## src/rtl/ema_steering_thrust_split_core_defines.svh

```systemverilog
// assertion macros for the ema steering thrust split block
// depends on nothing; included by modules that check their own logic
`ifndef EMA_STEERING_THRUST_SPLIT_CORE_DEFINES_SVH
`define EMA_STEERING_THRUST_SPLIT_CORE_DEFINES_SVH

// implication checked at every edge outside reset
`define EST_ASSERT_IMP(lbl, clk, rstn, a, c) \
    lbl: assert property (@(posedge clk) disable iff (!rstn) (a) |-> (c)) \
        else $error("check failed");

// next-cycle implication checked outside reset
`define EST_ASSERT_NXT(lbl, clk, rstn, a, c) \
    lbl: assert property (@(posedge clk) disable iff (!rstn) (a) |=> (c)) \
        else $error("check failed");

`endif

```

## src/rtl/est_pkg.sv

```systemverilog
// shared types, constants and rom function for the ema steering block
// depends on nothing
package est_pkg;

    localparam int ALPHA_ENTRIES_DEF = 256;
    localparam int X_FRAC_BITS_DEF = 8;
    localparam int X_INT_BITS = 12;
    localparam int TS_W = 32;
    localparam int TC_W = 24;
    localparam int DB_W = 11;
    localparam int PWR_W = 17;
    localparam int MODE_W = 3;
    localparam logic [PWR_W-1:0] POWER_ONE = 17'd65536;
    localparam logic [PWR_W-1:0] POWER_HALF = 17'd32768;
    localparam logic [63:0] EXP_STEP_Q32 = 64'd4162825044;

    localparam logic [1:0] ADDR_FRAME_WIDTH = 2'd0;
    localparam logic [1:0] ADDR_TIME_CONST = 2'd1;
    localparam logic [1:0] ADDR_DEADBAND = 2'd2;

    typedef enum logic [2:0] {
        MODE_HELD = 3'd0,
        MODE_FIRST = 3'd1,
        MODE_TRACK = 3'd2,
        MODE_DEADBAND = 3'd3,
        MODE_OUT = 3'd4
    } mode_t;

    // item classification handed from front to back
    typedef enum logic [1:0] {
        CLS_HELD = 2'd0,
        CLS_FIRST = 2'd1,
        CLS_FILTER = 2'd2
    } cls_t;

    typedef enum logic [2:0] {
        ST_IDLE = 3'd0,
        ST_IDX = 3'd1,
        ST_MUL = 3'd2,
        ST_SUM = 3'd3,
        ST_DIV = 3'd4,
        ST_OUT = 3'd5
    } back_state_t;

    // elaboration-time rom entry: 1-exp(-i/32) in q0.16
    function automatic logic [16:0] alpha_entry(input int idx);
        logic [63:0] e;
        logic [63:0] a;
        e = 64'h1_0000_0000;
        for (int i = 0; i < idx; i++) begin
            e = ((e * EXP_STEP_Q32) + 64'h8000_0000) >> 32;
        end
        a = (64'h1_0000_0000 - e + 64'h8000) >> 16;
        return a[16:0];
    endfunction

endpackage

```

## src/rtl/est_front.sv

```systemverilog
// front part: accepts items, classifies them against the stored target
// depends on est_pkg
module est_front #(
    parameter int XW = 20
) (
    input  logic                     aclk,
    input  logic                     aresetn,
    input  logic                     in_valid,
    output logic                     in_ready,
    input  logic [11:0]              in_x,
    input  logic [31:0]              in_ts,
    input  logic [XW-1:0]            filt_x,
    input  logic                     filt_busy,
    output logic                     q_valid,
    input  logic                     q_ready,
    output est_pkg::cls_t            q_cls,
    output logic [11:0]              q_x,
    output logic [31:0]              q_ts
);
    // one-entry queue; any queued or in-flight item blocks acceptance of the next until the back is idle
    logic          full_reg, full_next;
    est_pkg::cls_t cls_reg;
    logic [11:0]   x_reg;
    logic [31:0]   ts_reg;
    logic [XW-1:0] xq;
    logic          take;

    assign xq = XW'({in_x, {(XW-12){1'b0}}});
    assign in_ready = (!full_reg || q_ready) && !filt_busy;
    assign take = in_valid && in_ready;
    assign q_valid = full_reg;
    assign q_cls = cls_reg;
    assign q_x = x_reg;
    assign q_ts = ts_reg;

    always_comb begin
        full_next = full_reg;
        if (q_ready && full_reg) full_next = 1'b0;
        if (take) full_next = 1'b1;
    end

    always_ff @(posedge aclk) begin
        if (!aresetn) begin
            full_reg <= 1'b0;
        end else begin
            full_reg <= full_next;
        end
        if (take) begin
            x_reg <= in_x;
            ts_reg <= in_ts;
            if (in_x == 12'd0 || xq == filt_x) cls_reg <= est_pkg::CLS_HELD;
            else if (filt_x == '0) cls_reg <= est_pkg::CLS_FIRST;
            else cls_reg <= est_pkg::CLS_FILTER;
        end
    end
endmodule

```

## src/rtl/est_div.sv

```systemverilog
// serial restoring divider, one quotient bit per cycle
// depends on nothing
module est_div #(
    parameter int NW = 48,
    parameter int DW = 32
) (
    input  logic          aclk,
    input  logic          aresetn,
    input  logic          start,
    input  logic [NW-1:0] num,
    input  logic [DW-1:0] den,
    output logic          done,
    output logic [NW-1:0] quo
);
    localparam int CW = $clog2(NW + 1);
    logic [NW-1:0] q_reg, q_next;
    logic [DW:0]   r_reg, r_next;
    logic [DW-1:0] d_reg;
    logic [CW-1:0] cnt_reg, cnt_next;
    logic          busy_reg, busy_next, done_reg, done_next;
    logic [DW:0]   trial;

    assign quo = q_reg;
    assign done = done_reg;

    always_comb begin
        q_next = q_reg;
        r_next = r_reg;
        cnt_next = cnt_reg;
        busy_next = busy_reg;
        done_next = 1'b0;
        trial = {r_reg[DW-1:0], q_reg[NW-1]};
        if (start) begin
            q_next = num;
            r_next = '0;
            cnt_next = CW'(NW);
            busy_next = 1'b1;
        end else if (busy_reg) begin
            if (trial >= {1'b0, d_reg}) begin
                r_next = trial - {1'b0, d_reg};
                q_next = {q_reg[NW-2:0], 1'b1};
            end else begin
                r_next = trial;
                q_next = {q_reg[NW-2:0], 1'b0};
            end
            cnt_next = cnt_reg - 1'b1;
            if (cnt_reg == CW'(1)) begin
                busy_next = 1'b0;
                done_next = 1'b1;
            end
        end
    end

    always_ff @(posedge aclk) begin
        if (!aresetn) begin
            busy_reg <= 1'b0;
            done_reg <= 1'b0;
            cnt_reg <= '0;
        end else begin
            busy_reg <= busy_next;
            done_reg <= done_next;
            cnt_reg <= cnt_next;
        end
        q_reg <= q_next;
        r_reg <= r_next;
        if (start) d_reg <= den;
    end
endmodule

```

## src/rtl/est_back.sv

```systemverilog
// back part: ema filter, region tests and power ratio, plus state
// depends on est_pkg, est_div and the defines header
`include "ema_steering_thrust_split_core_defines.svh"
module est_back #(
    parameter int ALPHA_ENTRIES = est_pkg::ALPHA_ENTRIES_DEF,
    parameter int X_FRAC_BITS = est_pkg::X_FRAC_BITS_DEF,
    parameter int XW = 12 + X_FRAC_BITS
) (
    input  logic                 aclk,
    input  logic                 aresetn,
    input  logic                 q_valid,
    output logic                 q_ready,
    input  est_pkg::cls_t        q_cls,
    input  logic [11:0]          q_x,
    input  logic [31:0]          q_ts,
    input  logic [11:0]          frame_width,
    input  logic [23:0]          time_constant,
    input  logic [10:0]          deadband,
    output logic [XW-1:0]        filt_x,
    output logic                 filt_busy,
    output logic                 m_valid,
    input  logic                 m_ready,
    output logic [16:0]          m_left,
    output logic [16:0]          m_right,
    output logic [2:0]           m_mode
);
    localparam int AIW = $clog2(ALPHA_ENTRIES);
    localparam int NW = XW + 17;   // ratio numerator width
    localparam int DW = XW;        // ratio denominator width
    localparam int QNW = 37;       // dt*32 width

    typedef logic [16:0] alpha_arr_t [ALPHA_ENTRIES];
    function automatic alpha_arr_t build_rom();
        alpha_arr_t r;
        for (int i = 0; i < ALPHA_ENTRIES; i++) r[i] = est_pkg::alpha_entry(i);
        return r;
    endfunction
    localparam alpha_arr_t ALPHA_ROM = build_rom();

    est_pkg::back_state_t st_reg, st_next;
    logic [XW-1:0] f_reg, f_next;
    logic [31:0]   lts_reg, lts_next;
    logic [16:0]   hl_reg, hl_next, hr_reg, hr_next;
    logic [2:0]    mode_reg, mode_next;
    logic          ov_reg, ov_next;
    logic [16:0]   ol_reg, ol_next, or_reg, or_next;
    logic [2:0]    om_reg, om_next;
    logic [XW-1:0] xq_reg, xq_next;
    logic [16:0]   a_reg, a_next;
    logic [XW+16:0] p1_reg, p1_next, p2_reg, p2_next;
    logic          dstart;
    logic [47:0]   dnum;
    logic [31:0]   dden;
    logic          ddone;
    logic [47:0]   dquo;
    logic          div_idx_reg, div_idx_next;
    logic [XW+17:0] sum;
    logic [XW-1:0] fn;
    logic [XW:0]   wq, band;
    logic [47:0]   rq;

    est_div #(.NW(48), .DW(32)) u_div (
        .aclk(aclk), .aresetn(aresetn), .start(dstart), .num(dnum),
        .den(dden), .done(ddone), .quo(dquo)
    );

    assign filt_x = f_reg;
    assign filt_busy = (st_reg != est_pkg::ST_IDLE) || q_valid;
    assign m_valid = ov_reg;
    assign m_left = ol_reg;
    assign m_right = or_reg;
    assign m_mode = om_reg;
    assign wq = (XW+1)'({frame_width, {X_FRAC_BITS{1'b0}}});
    assign sum = (XW+18)'(p1_reg) + (XW+18)'(p2_reg) + (XW+18)'(32768);
    assign fn = sum[XW+15:16];
    assign band = (XW+1)'({deadband, {(X_FRAC_BITS+1){1'b0}}});
    assign rq = dquo + {47'd0, 1'b0};

    // next state
    always_comb begin
        st_next = st_reg;
        case (st_reg)
            est_pkg::ST_IDLE: begin
                if (q_valid && !ov_reg) begin
                    if (q_cls == est_pkg::CLS_FILTER) begin
                        st_next = (time_constant == '0) ? est_pkg::ST_MUL : est_pkg::ST_IDX;
                    end else if (q_cls == est_pkg::CLS_FIRST && frame_width != '0) begin
                        st_next = est_pkg::ST_DIV;
                    end else begin
                        st_next = est_pkg::ST_OUT;
                    end
                end
            end
            est_pkg::ST_IDX: if (ddone) st_next = est_pkg::ST_MUL;
            est_pkg::ST_MUL: st_next = est_pkg::ST_SUM;
            est_pkg::ST_SUM: st_next = est_pkg::ST_DIV;
            est_pkg::ST_DIV: if (ddone || !div_idx_reg) st_next = est_pkg::ST_OUT;
            est_pkg::ST_OUT: st_next = est_pkg::ST_IDLE;
            default: st_next = est_pkg::ST_IDLE;
        endcase
    end

    // datapath and outputs
    always_comb begin
        f_next = f_reg; lts_next = lts_reg; hl_next = hl_reg; hr_next = hr_reg;
        mode_next = mode_reg; ov_next = ov_reg; ol_next = ol_reg; or_next = or_reg;
        om_next = om_reg; xq_next = xq_reg; a_next = a_reg; p1_next = p1_reg;
        p2_next = p2_reg; div_idx_next = div_idx_reg;
        dstart = 1'b0; dnum = '0; dden = '0; q_ready = 1'b0;
        if (ov_reg && m_ready) ov_next = 1'b0;
        case (st_reg)
            est_pkg::ST_IDLE: begin
                if (q_valid && !ov_reg) begin
                    q_ready = 1'b1;
                    xq_next = XW'({q_x, {X_FRAC_BITS{1'b0}}});
                    lts_next = q_ts;
                    div_idx_next = 1'b0;
                    a_next = ALPHA_ROM[ALPHA_ENTRIES-1];
                    if (q_cls == est_pkg::CLS_HELD) begin
                        mode_next = est_pkg::MODE_HELD;
                    end else if (q_cls == est_pkg::CLS_FIRST) begin
                        f_next = XW'({q_x, {X_FRAC_BITS{1'b0}}});
                        mode_next = est_pkg::MODE_FIRST;
                        if (frame_width == '0) begin
                            hl_next = est_pkg::POWER_ONE;
                            hr_next = '0;
                        end else begin
                            dstart = 1'b1;
                            div_idx_next = 1'b1;
                            // rounded ratio: add half the frame width
                            dnum = {20'd0, q_x, 16'd0} + {37'd0, frame_width[11:1]};
                            dden = {20'd0, frame_width};
                        end
                    end else if (time_constant != '0) begin
                        dstart = 1'b1;
                        dnum = 48'({q_ts - lts_reg, 5'd0});
                        dden = {8'd0, time_constant};
                    end
                end
            end
            est_pkg::ST_IDX: begin
                if (ddone) begin
                    if (dquo > 48'(ALPHA_ENTRIES - 1)) a_next = ALPHA_ROM[ALPHA_ENTRIES-1];
                    else a_next = ALPHA_ROM[dquo[AIW-1:0]];
                end
            end
            est_pkg::ST_MUL: begin
                p1_next = (XW+17)'(f_reg) * (XW+17)'(17'd65536 - a_reg);
                p2_next = (XW+17)'(xq_reg) * (XW+17)'(a_reg);
            end
            est_pkg::ST_SUM: begin
                f_next = fn;
                div_idx_next = 1'b0;
                if (fn != '0 && {1'b0, fn} < wq) begin
                    if (((wq > {fn, 1'b0}) ? wq - {fn, 1'b0} : {fn, 1'b0} - wq) <= band) begin
                        hl_next = est_pkg::POWER_HALF; hr_next = est_pkg::POWER_HALF;
                        f_next = xq_reg;
                        mode_next = est_pkg::MODE_DEADBAND;
                    end else begin
                        mode_next = est_pkg::MODE_TRACK;
                        dstart = 1'b1;
                        div_idx_next = 1'b1;
                        dnum = 48'({fn, 16'd0} + (NW)'(wq >> 1));
                        dden = 32'(wq);
                    end
                end else begin
                    hl_next = est_pkg::POWER_HALF; hr_next = est_pkg::POWER_HALF;
                    mode_next = est_pkg::MODE_OUT;
                end
            end
            est_pkg::ST_DIV: begin
                if (ddone && div_idx_reg) begin
                    if (rq > 48'd65536) hl_next = est_pkg::POWER_ONE;
                    else hl_next = rq[16:0];
                    hr_next = est_pkg::POWER_ONE - ((rq > 48'd65536) ? est_pkg::POWER_ONE : rq[16:0]);
                end
            end
            est_pkg::ST_OUT: begin
                ov_next = 1'b1;
                ol_next = hl_reg; or_next = hr_reg; om_next = mode_reg;
            end
            default: ;
        endcase
    end

    always_ff @(posedge aclk) begin
        if (!aresetn) begin
            st_reg <= est_pkg::ST_IDLE;
            f_reg <= '0; lts_reg <= '0; hl_reg <= '0; hr_reg <= '0;
            ov_reg <= 1'b0; div_idx_reg <= 1'b0; mode_reg <= '0;
        end else begin
            st_reg <= st_next;
            f_reg <= f_next; lts_reg <= lts_next; hl_reg <= hl_next; hr_reg <= hr_next;
            ov_reg <= ov_next; div_idx_reg <= div_idx_next; mode_reg <= mode_next;
        end
        ol_reg <= ol_next; or_reg <= or_next; om_reg <= om_next;
        xq_reg <= xq_next; a_reg <= a_next; p1_reg <= p1_next; p2_reg <= p2_next;
    end

    // powers sum to one, except the all-zero hold left by reset
    `EST_ASSERT_IMP(a_sum_one, aclk, aresetn, ov_reg, (ol_reg + or_reg) == est_pkg::POWER_ONE || (ol_reg | or_reg) == '0)
    `EST_ASSERT_NXT(a_out_valid, aclk, aresetn, st_reg == est_pkg::ST_OUT, ov_reg)
    `EST_ASSERT_IMP(a_no_take_busy, aclk, aresetn, q_ready, st_reg == est_pkg::ST_IDLE && !ov_reg)
endmodule

```

## src/rtl/ema_steering_thrust_split_core.sv

```systemverilog
// top level of the ema steering thrust split block
// depends on est_pkg, est_front, est_back, est_div
// items run one at a time: the front takes an item only while the back is idle and
// the one-entry queue is empty; a tracking item runs two 48-step serial divisions,
// dt*32/time_constant for the alpha rom index and then the q1.16 power ratio, a
// deadband or out-of-frame item only the index division, a first acquire only the
// ratio, and a held item or a first acquire at zero frame width none; a zero time
// constant skips the index division; the next item is taken as soon as the result
// appears, even while that result waits on m_ready, though the back holds it in the
// queue until the result is taken; configuration is an apb register file
module ema_steering_thrust_split_core #(
    parameter int ALPHA_ENTRIES = est_pkg::ALPHA_ENTRIES_DEF,
    parameter int X_FRAC_BITS = est_pkg::X_FRAC_BITS_DEF
) (
    input  logic        aclk,
    input  logic        aresetn,
    input  logic        psel,
    input  logic        penable,
    input  logic        pwrite,
    input  logic [3:0]  paddr,
    input  logic [31:0] pwdata,
    output logic [31:0] prdata,
    output logic        pready,
    input  logic        s_valid,
    output logic        s_ready,
    input  logic [11:0] s_x_coord,
    input  logic [31:0] s_timestamp,
    output logic        m_valid,
    input  logic        m_ready,
    output logic [16:0] m_left_power,
    output logic [16:0] m_right_power,
    output logic [2:0]  m_mode
);
    localparam int XW = 12 + X_FRAC_BITS;

    // configuration registers
    logic [11:0] fw_reg;
    logic [23:0] tc_reg;
    logic [10:0] db_reg;
    logic        wr;

    assign pready = 1'b1;
    assign wr = psel && penable && pwrite;

    always_ff @(posedge aclk) begin
        if (!aresetn) begin
            fw_reg <= 12'd640;
            tc_reg <= 24'd1000;
            db_reg <= 11'd5;
        end else if (wr) begin
            case (paddr[3:2])
                est_pkg::ADDR_FRAME_WIDTH: fw_reg <= pwdata[11:0];
                est_pkg::ADDR_TIME_CONST: tc_reg <= pwdata[23:0];
                est_pkg::ADDR_DEADBAND: db_reg <= pwdata[10:0];
                default: ;
            endcase
        end
    end

    always_comb begin
        case (paddr[3:2])
            est_pkg::ADDR_FRAME_WIDTH: prdata = {20'd0, fw_reg};
            est_pkg::ADDR_TIME_CONST: prdata = {8'd0, tc_reg};
            est_pkg::ADDR_DEADBAND: prdata = {21'd0, db_reg};
            default: prdata = '0;
        endcase
    end

    // front to back queue
    logic          q_valid, q_ready, busy;
    est_pkg::cls_t q_cls;
    logic [11:0]   q_x;
    logic [31:0]   q_ts;
    logic [XW-1:0] filt_x;

    est_front #(.XW(XW)) u_front (
        .aclk(aclk), .aresetn(aresetn), .in_valid(s_valid), .in_ready(s_ready),
        .in_x(s_x_coord), .in_ts(s_timestamp), .filt_x(filt_x), .filt_busy(busy),
        .q_valid(q_valid), .q_ready(q_ready), .q_cls(q_cls), .q_x(q_x), .q_ts(q_ts)
    );

    est_back #(.ALPHA_ENTRIES(ALPHA_ENTRIES), .X_FRAC_BITS(X_FRAC_BITS), .XW(XW)) u_back (
        .aclk(aclk), .aresetn(aresetn), .q_valid(q_valid), .q_ready(q_ready),
        .q_cls(q_cls), .q_x(q_x), .q_ts(q_ts), .frame_width(fw_reg),
        .time_constant(tc_reg), .deadband(db_reg), .filt_x(filt_x), .filt_busy(busy),
        .m_valid(m_valid), .m_ready(m_ready), .m_left(m_left_power),
        .m_right(m_right_power), .m_mode(m_mode)
    );
endmodule
```

## config.mk

```make
export PLATFORM = sky130hd
export DESIGN_NAME = ema_steering_thrust_split_core
export DESIGN_NICKNAME = d
export VERILOG_FILES = /design/src/rtl/est_pkg.sv /design/src/rtl/est_front.sv /design/src/rtl/est_div.sv /design/src/rtl/est_back.sv /design/src/rtl/ema_steering_thrust_split_core.sv
export VERILOG_INCLUDE_DIRS = /design/src /design/src/rtl
export SDC_FILE = /design/constraint.sdc
export NUM_CORES = 2
export LEC_CHECK = 0
export ABC_AREA = 0
export BUFFER_PORTS_ARGS = -buffer_cell sky130_fd_sc_hd__buf_4
export CAP_MARGIN = 20
export CORE_UTILIZATION = 60
export CTS_BUF_LIST = sky130_fd_sc_hd__clkbuf_8
export DETAILED_ROUTE_END_ITERATION = 10
export PLACE_DENSITY = 0.77
export SLEW_MARGIN = 20
export SYNTH_ARGS = -nofsm -noshare
export SYNTH_HDL_FRONTEND = slang
export SYNTH_HIERARCHICAL = 1
export SYNTH_SLANG_ARGS = --single-unit
```

## constraint.sdc

```tcl
create_clock -name aclk -period 12.5 [get_ports aclk]
set_clock_uncertainty 0.1 [all_clocks]
set_input_delay 1.25 -clock aclk [delete_from_list [all_inputs] [get_ports aclk]]
set_output_delay 1.25 -clock aclk [all_outputs]
set_load 0.05 [all_outputs]
```

==> impl_metrics.yaml <==
run_status:
  outcome: "finished, final reports clean"
detailed_routing:
  vias: 37900
  first_pass_iters: 7
  ant_nets: 0
  wl_mm: 127
  drt-initial-drc-count: 3718
  vias_per_cell: 6.18
  wl_per_cell_microns: 20.8
  remaining_drc_errors: 0
synth:
  synth_top_flop_cell: "edfxtp_1"
  postSynth.asyncResetShare: 0
  synth_area_sq_um: 45100
  synth_cell_types: 99
  synthCells: 5101
  synth_edf_count: 246
  yosys_warnings: 6
  ys_seq_area_frac: 0.244
  yosys_register_bits: 427
  avgSynthCellArea_sq_um: 8.83
clock_network:
  cts_resized: 0
  clock_sinks: 427
  path_clk_slew_ns: 0.06
  cts_max_path_buffers: 3
  clk_latency_ns: 0.68
  cts_made_buffers: 71
  cts_tree: "done"
  cts_htree_levels: 3
  cts_setup_buffers: 0
  ctsHoldBuffers: 0
  root_buffer: "clkbuf_8"
final_layout:
  drive_gt1_frac: 0.0844
  syn_to_final_growth_pct: 6.81
  finalCoreUtilization: 0.648
  nets: 5967
  largest_reg_flops: 48
  instances_no_fill: 6135
placement:
  finalWeightedCongestion: 1.02
  hpwl_mm: 94.1
  io_buffers: 139
  post-place-cells: 6000
  pre_cts_ws_ns: 1.89
die:
  rows: 100
  die_h_microns: 276
  dieArea_sq_um: 76200
  core_area_sq_um: 74300
  io_pins: 159
  start_util: 0.606
  die_w_microns: 276
timing:
  max_freq_ghz: 0.0912
  drv_slew: 0
  relSlewSlack: 0.265
  finalCritPeriodShare: 0.877
  rsz0062_at_grt: "false"
  hold_violations: 0
  setup_violations: 0
  final.setup.tns_ns: 0
  worstMarginPinSlew_ns: 1.10
  setup_slack_ns: 1.54
  period_needed_ns: 10.96
grt:
  grt_overflow: 0
  antenna_found_initial: 3
  grt_usage: 0.332
  grt_max_degree: 99
  grt_pass1_vias: 37000
  grt_pass1_wl_mm: 202
critical_path:
  path_class: "reg -> reg"
  reg2reg_slack_ns: 1.54
  cp_max_fo: 51
  cp.arrival_ns: 11.08
  worstRegToRegCells: 35
  cp_common_cell: "ha_1"
  cp-startpoint: "u_back/p1_reg[15]"
  critPathLaunchType: "register"
  crit_end: "u_back/u_div/quo[3]"
  endpoint_kind: "register"
  slowest_delay_ns: 0.74
  worst_path_max_delay_cell: "a211oi_1"
  r2r-end: "u_back/u_div/quo[3]"
  required_ns: 12.61
  rr_startpoint: "u_back/p1_reg[15]"
min_path:
  hp-class: "reg -> reg"
job:
  cap_violations: 0
## metrics by stage
stage / area (sq um) / hold slack [ns]
detailed placement: 46700 / 0.314
finish: 48100 / 0.325
CTS: 48100 / 0.324
global route: 48100 / 0.335
floorplan: 45200 / 0.308
global placement: 46700 / 0.311
## critical path: cells and delay by family (launching register included)
| family | cells | cell delay [ns] |
|---|---|---|
| multiplexers | 1 | 0.12 |
| XOR/XNOR | 1 | 0.22 |
| buffers and inverters | 4 | 0.91 |
| adder cells (fa/ha/maj) | 4 | 1.31 |
| flip-flops | 1 | 0.32 |
| AO/OA/AOI/OAI | 17 | 4.83 |
| AND/OR/NAND/NOR | 8 | 2.59 |
## logic make-up (layout without fill, tap and decap cells)
family / after synthesis / in the layout / synth area share
xor+xnor: 180 / 180 / 0.0350
compound gates: 958 / 958 / 0.142
buf+inv: 929 / 967 / 0.0807
flops: 427 / 427 / 0.244
mux: 176 / 176 / 0.0414
other cells: 3 / 30 / 0.000250
fa+ha+maj: 775 / 775 / 0.284
simple gates: 1653 / 1653 / 0.172
## worst min path at each step
stage | startpoint | cells past startpoint | slack, ns | end
finish | u_back/hl_reg[15] | 0 | 0.33 | u_back/m_left[15]
global route | u_back/hl_reg[16] | 0 | 0.34 | u_back/m_left[16]
CTS | u_back/hl_reg[15] | 0 | 0.32 | u_back/m_left[15]
detailed placement | u_back/hl_reg[15] | 0 | 0.31 | u_back/m_left[15]
global placement | u_back/hl_reg[6] | 0 | 0.31 | u_back/m_left[6]
floorplan | u_back/hl_reg[0] | 0 | 0.31 | u_back/m_left[0]
## layer usage
layer  share of wire  GRT usage  vias up
met4           0.042      0.141        0
met1            0.41      0.447    18500
li1                -          -    17200
met2            0.46      0.531     1876
met3           0.090     0.0563      336
met5               0          0        -
## cell type report
cell class | instances | area (sq um)
multi-input cells | 3770 | 30600
fillers | 6265 | 26200
flip-flops and latches | 427 | 11000
inverters | 627 | 2350
repair buffers | 208 | 1580
well taps | 969 | 1210
clock buffers | 77 | 1060
clock inverters | 55 | 338
diodes | 2 | 5.00
## layout by cell type (no fill, tap or decap), types with 39 or more instances in the layout
cell type  instances
nand2_1          773
o21ai_0          189
a21boi_0          41
nor2b_1           39
fa_1             411
inv_1            643
edfxtp_1         246
buf_4            207
a21o_1            83
xnor2_1          126
mux2i_1          120
clkbuf_8          77
xor2_1            53
mux2_2            52
ha_1             364
and2_1           233
nor3_1            89
dfxtp_1          180
a211oi_1          61
nand3_1           78
a21oi_1          230
nor2_1           225
## Yosys cell counts, types with 61 or more instances
cell type  count  share of area
nand2_1      774          0.064
inv_1        623          0.052
fa_1         411           0.18
ha_1         364           0.10
edfxtp_1     246           0.16
clkbuf_1     240          0.020
and2_1       234          0.032
a21oi_1      230          0.026
nor2_1       228          0.019
o21ai_0      189          0.021
dfxtp_1      181          0.080
xnor2_1      127          0.025
mux2i_1      120          0.027
nor3_1        90          0.010
a21o_1        83          0.014
nand3_1       78         0.0087
a211oi_1      61          0.010
Power is left out: the tool's default activity adds up to more than one toggle a clock period on the data nets, which glitch-free logic cannot reach.
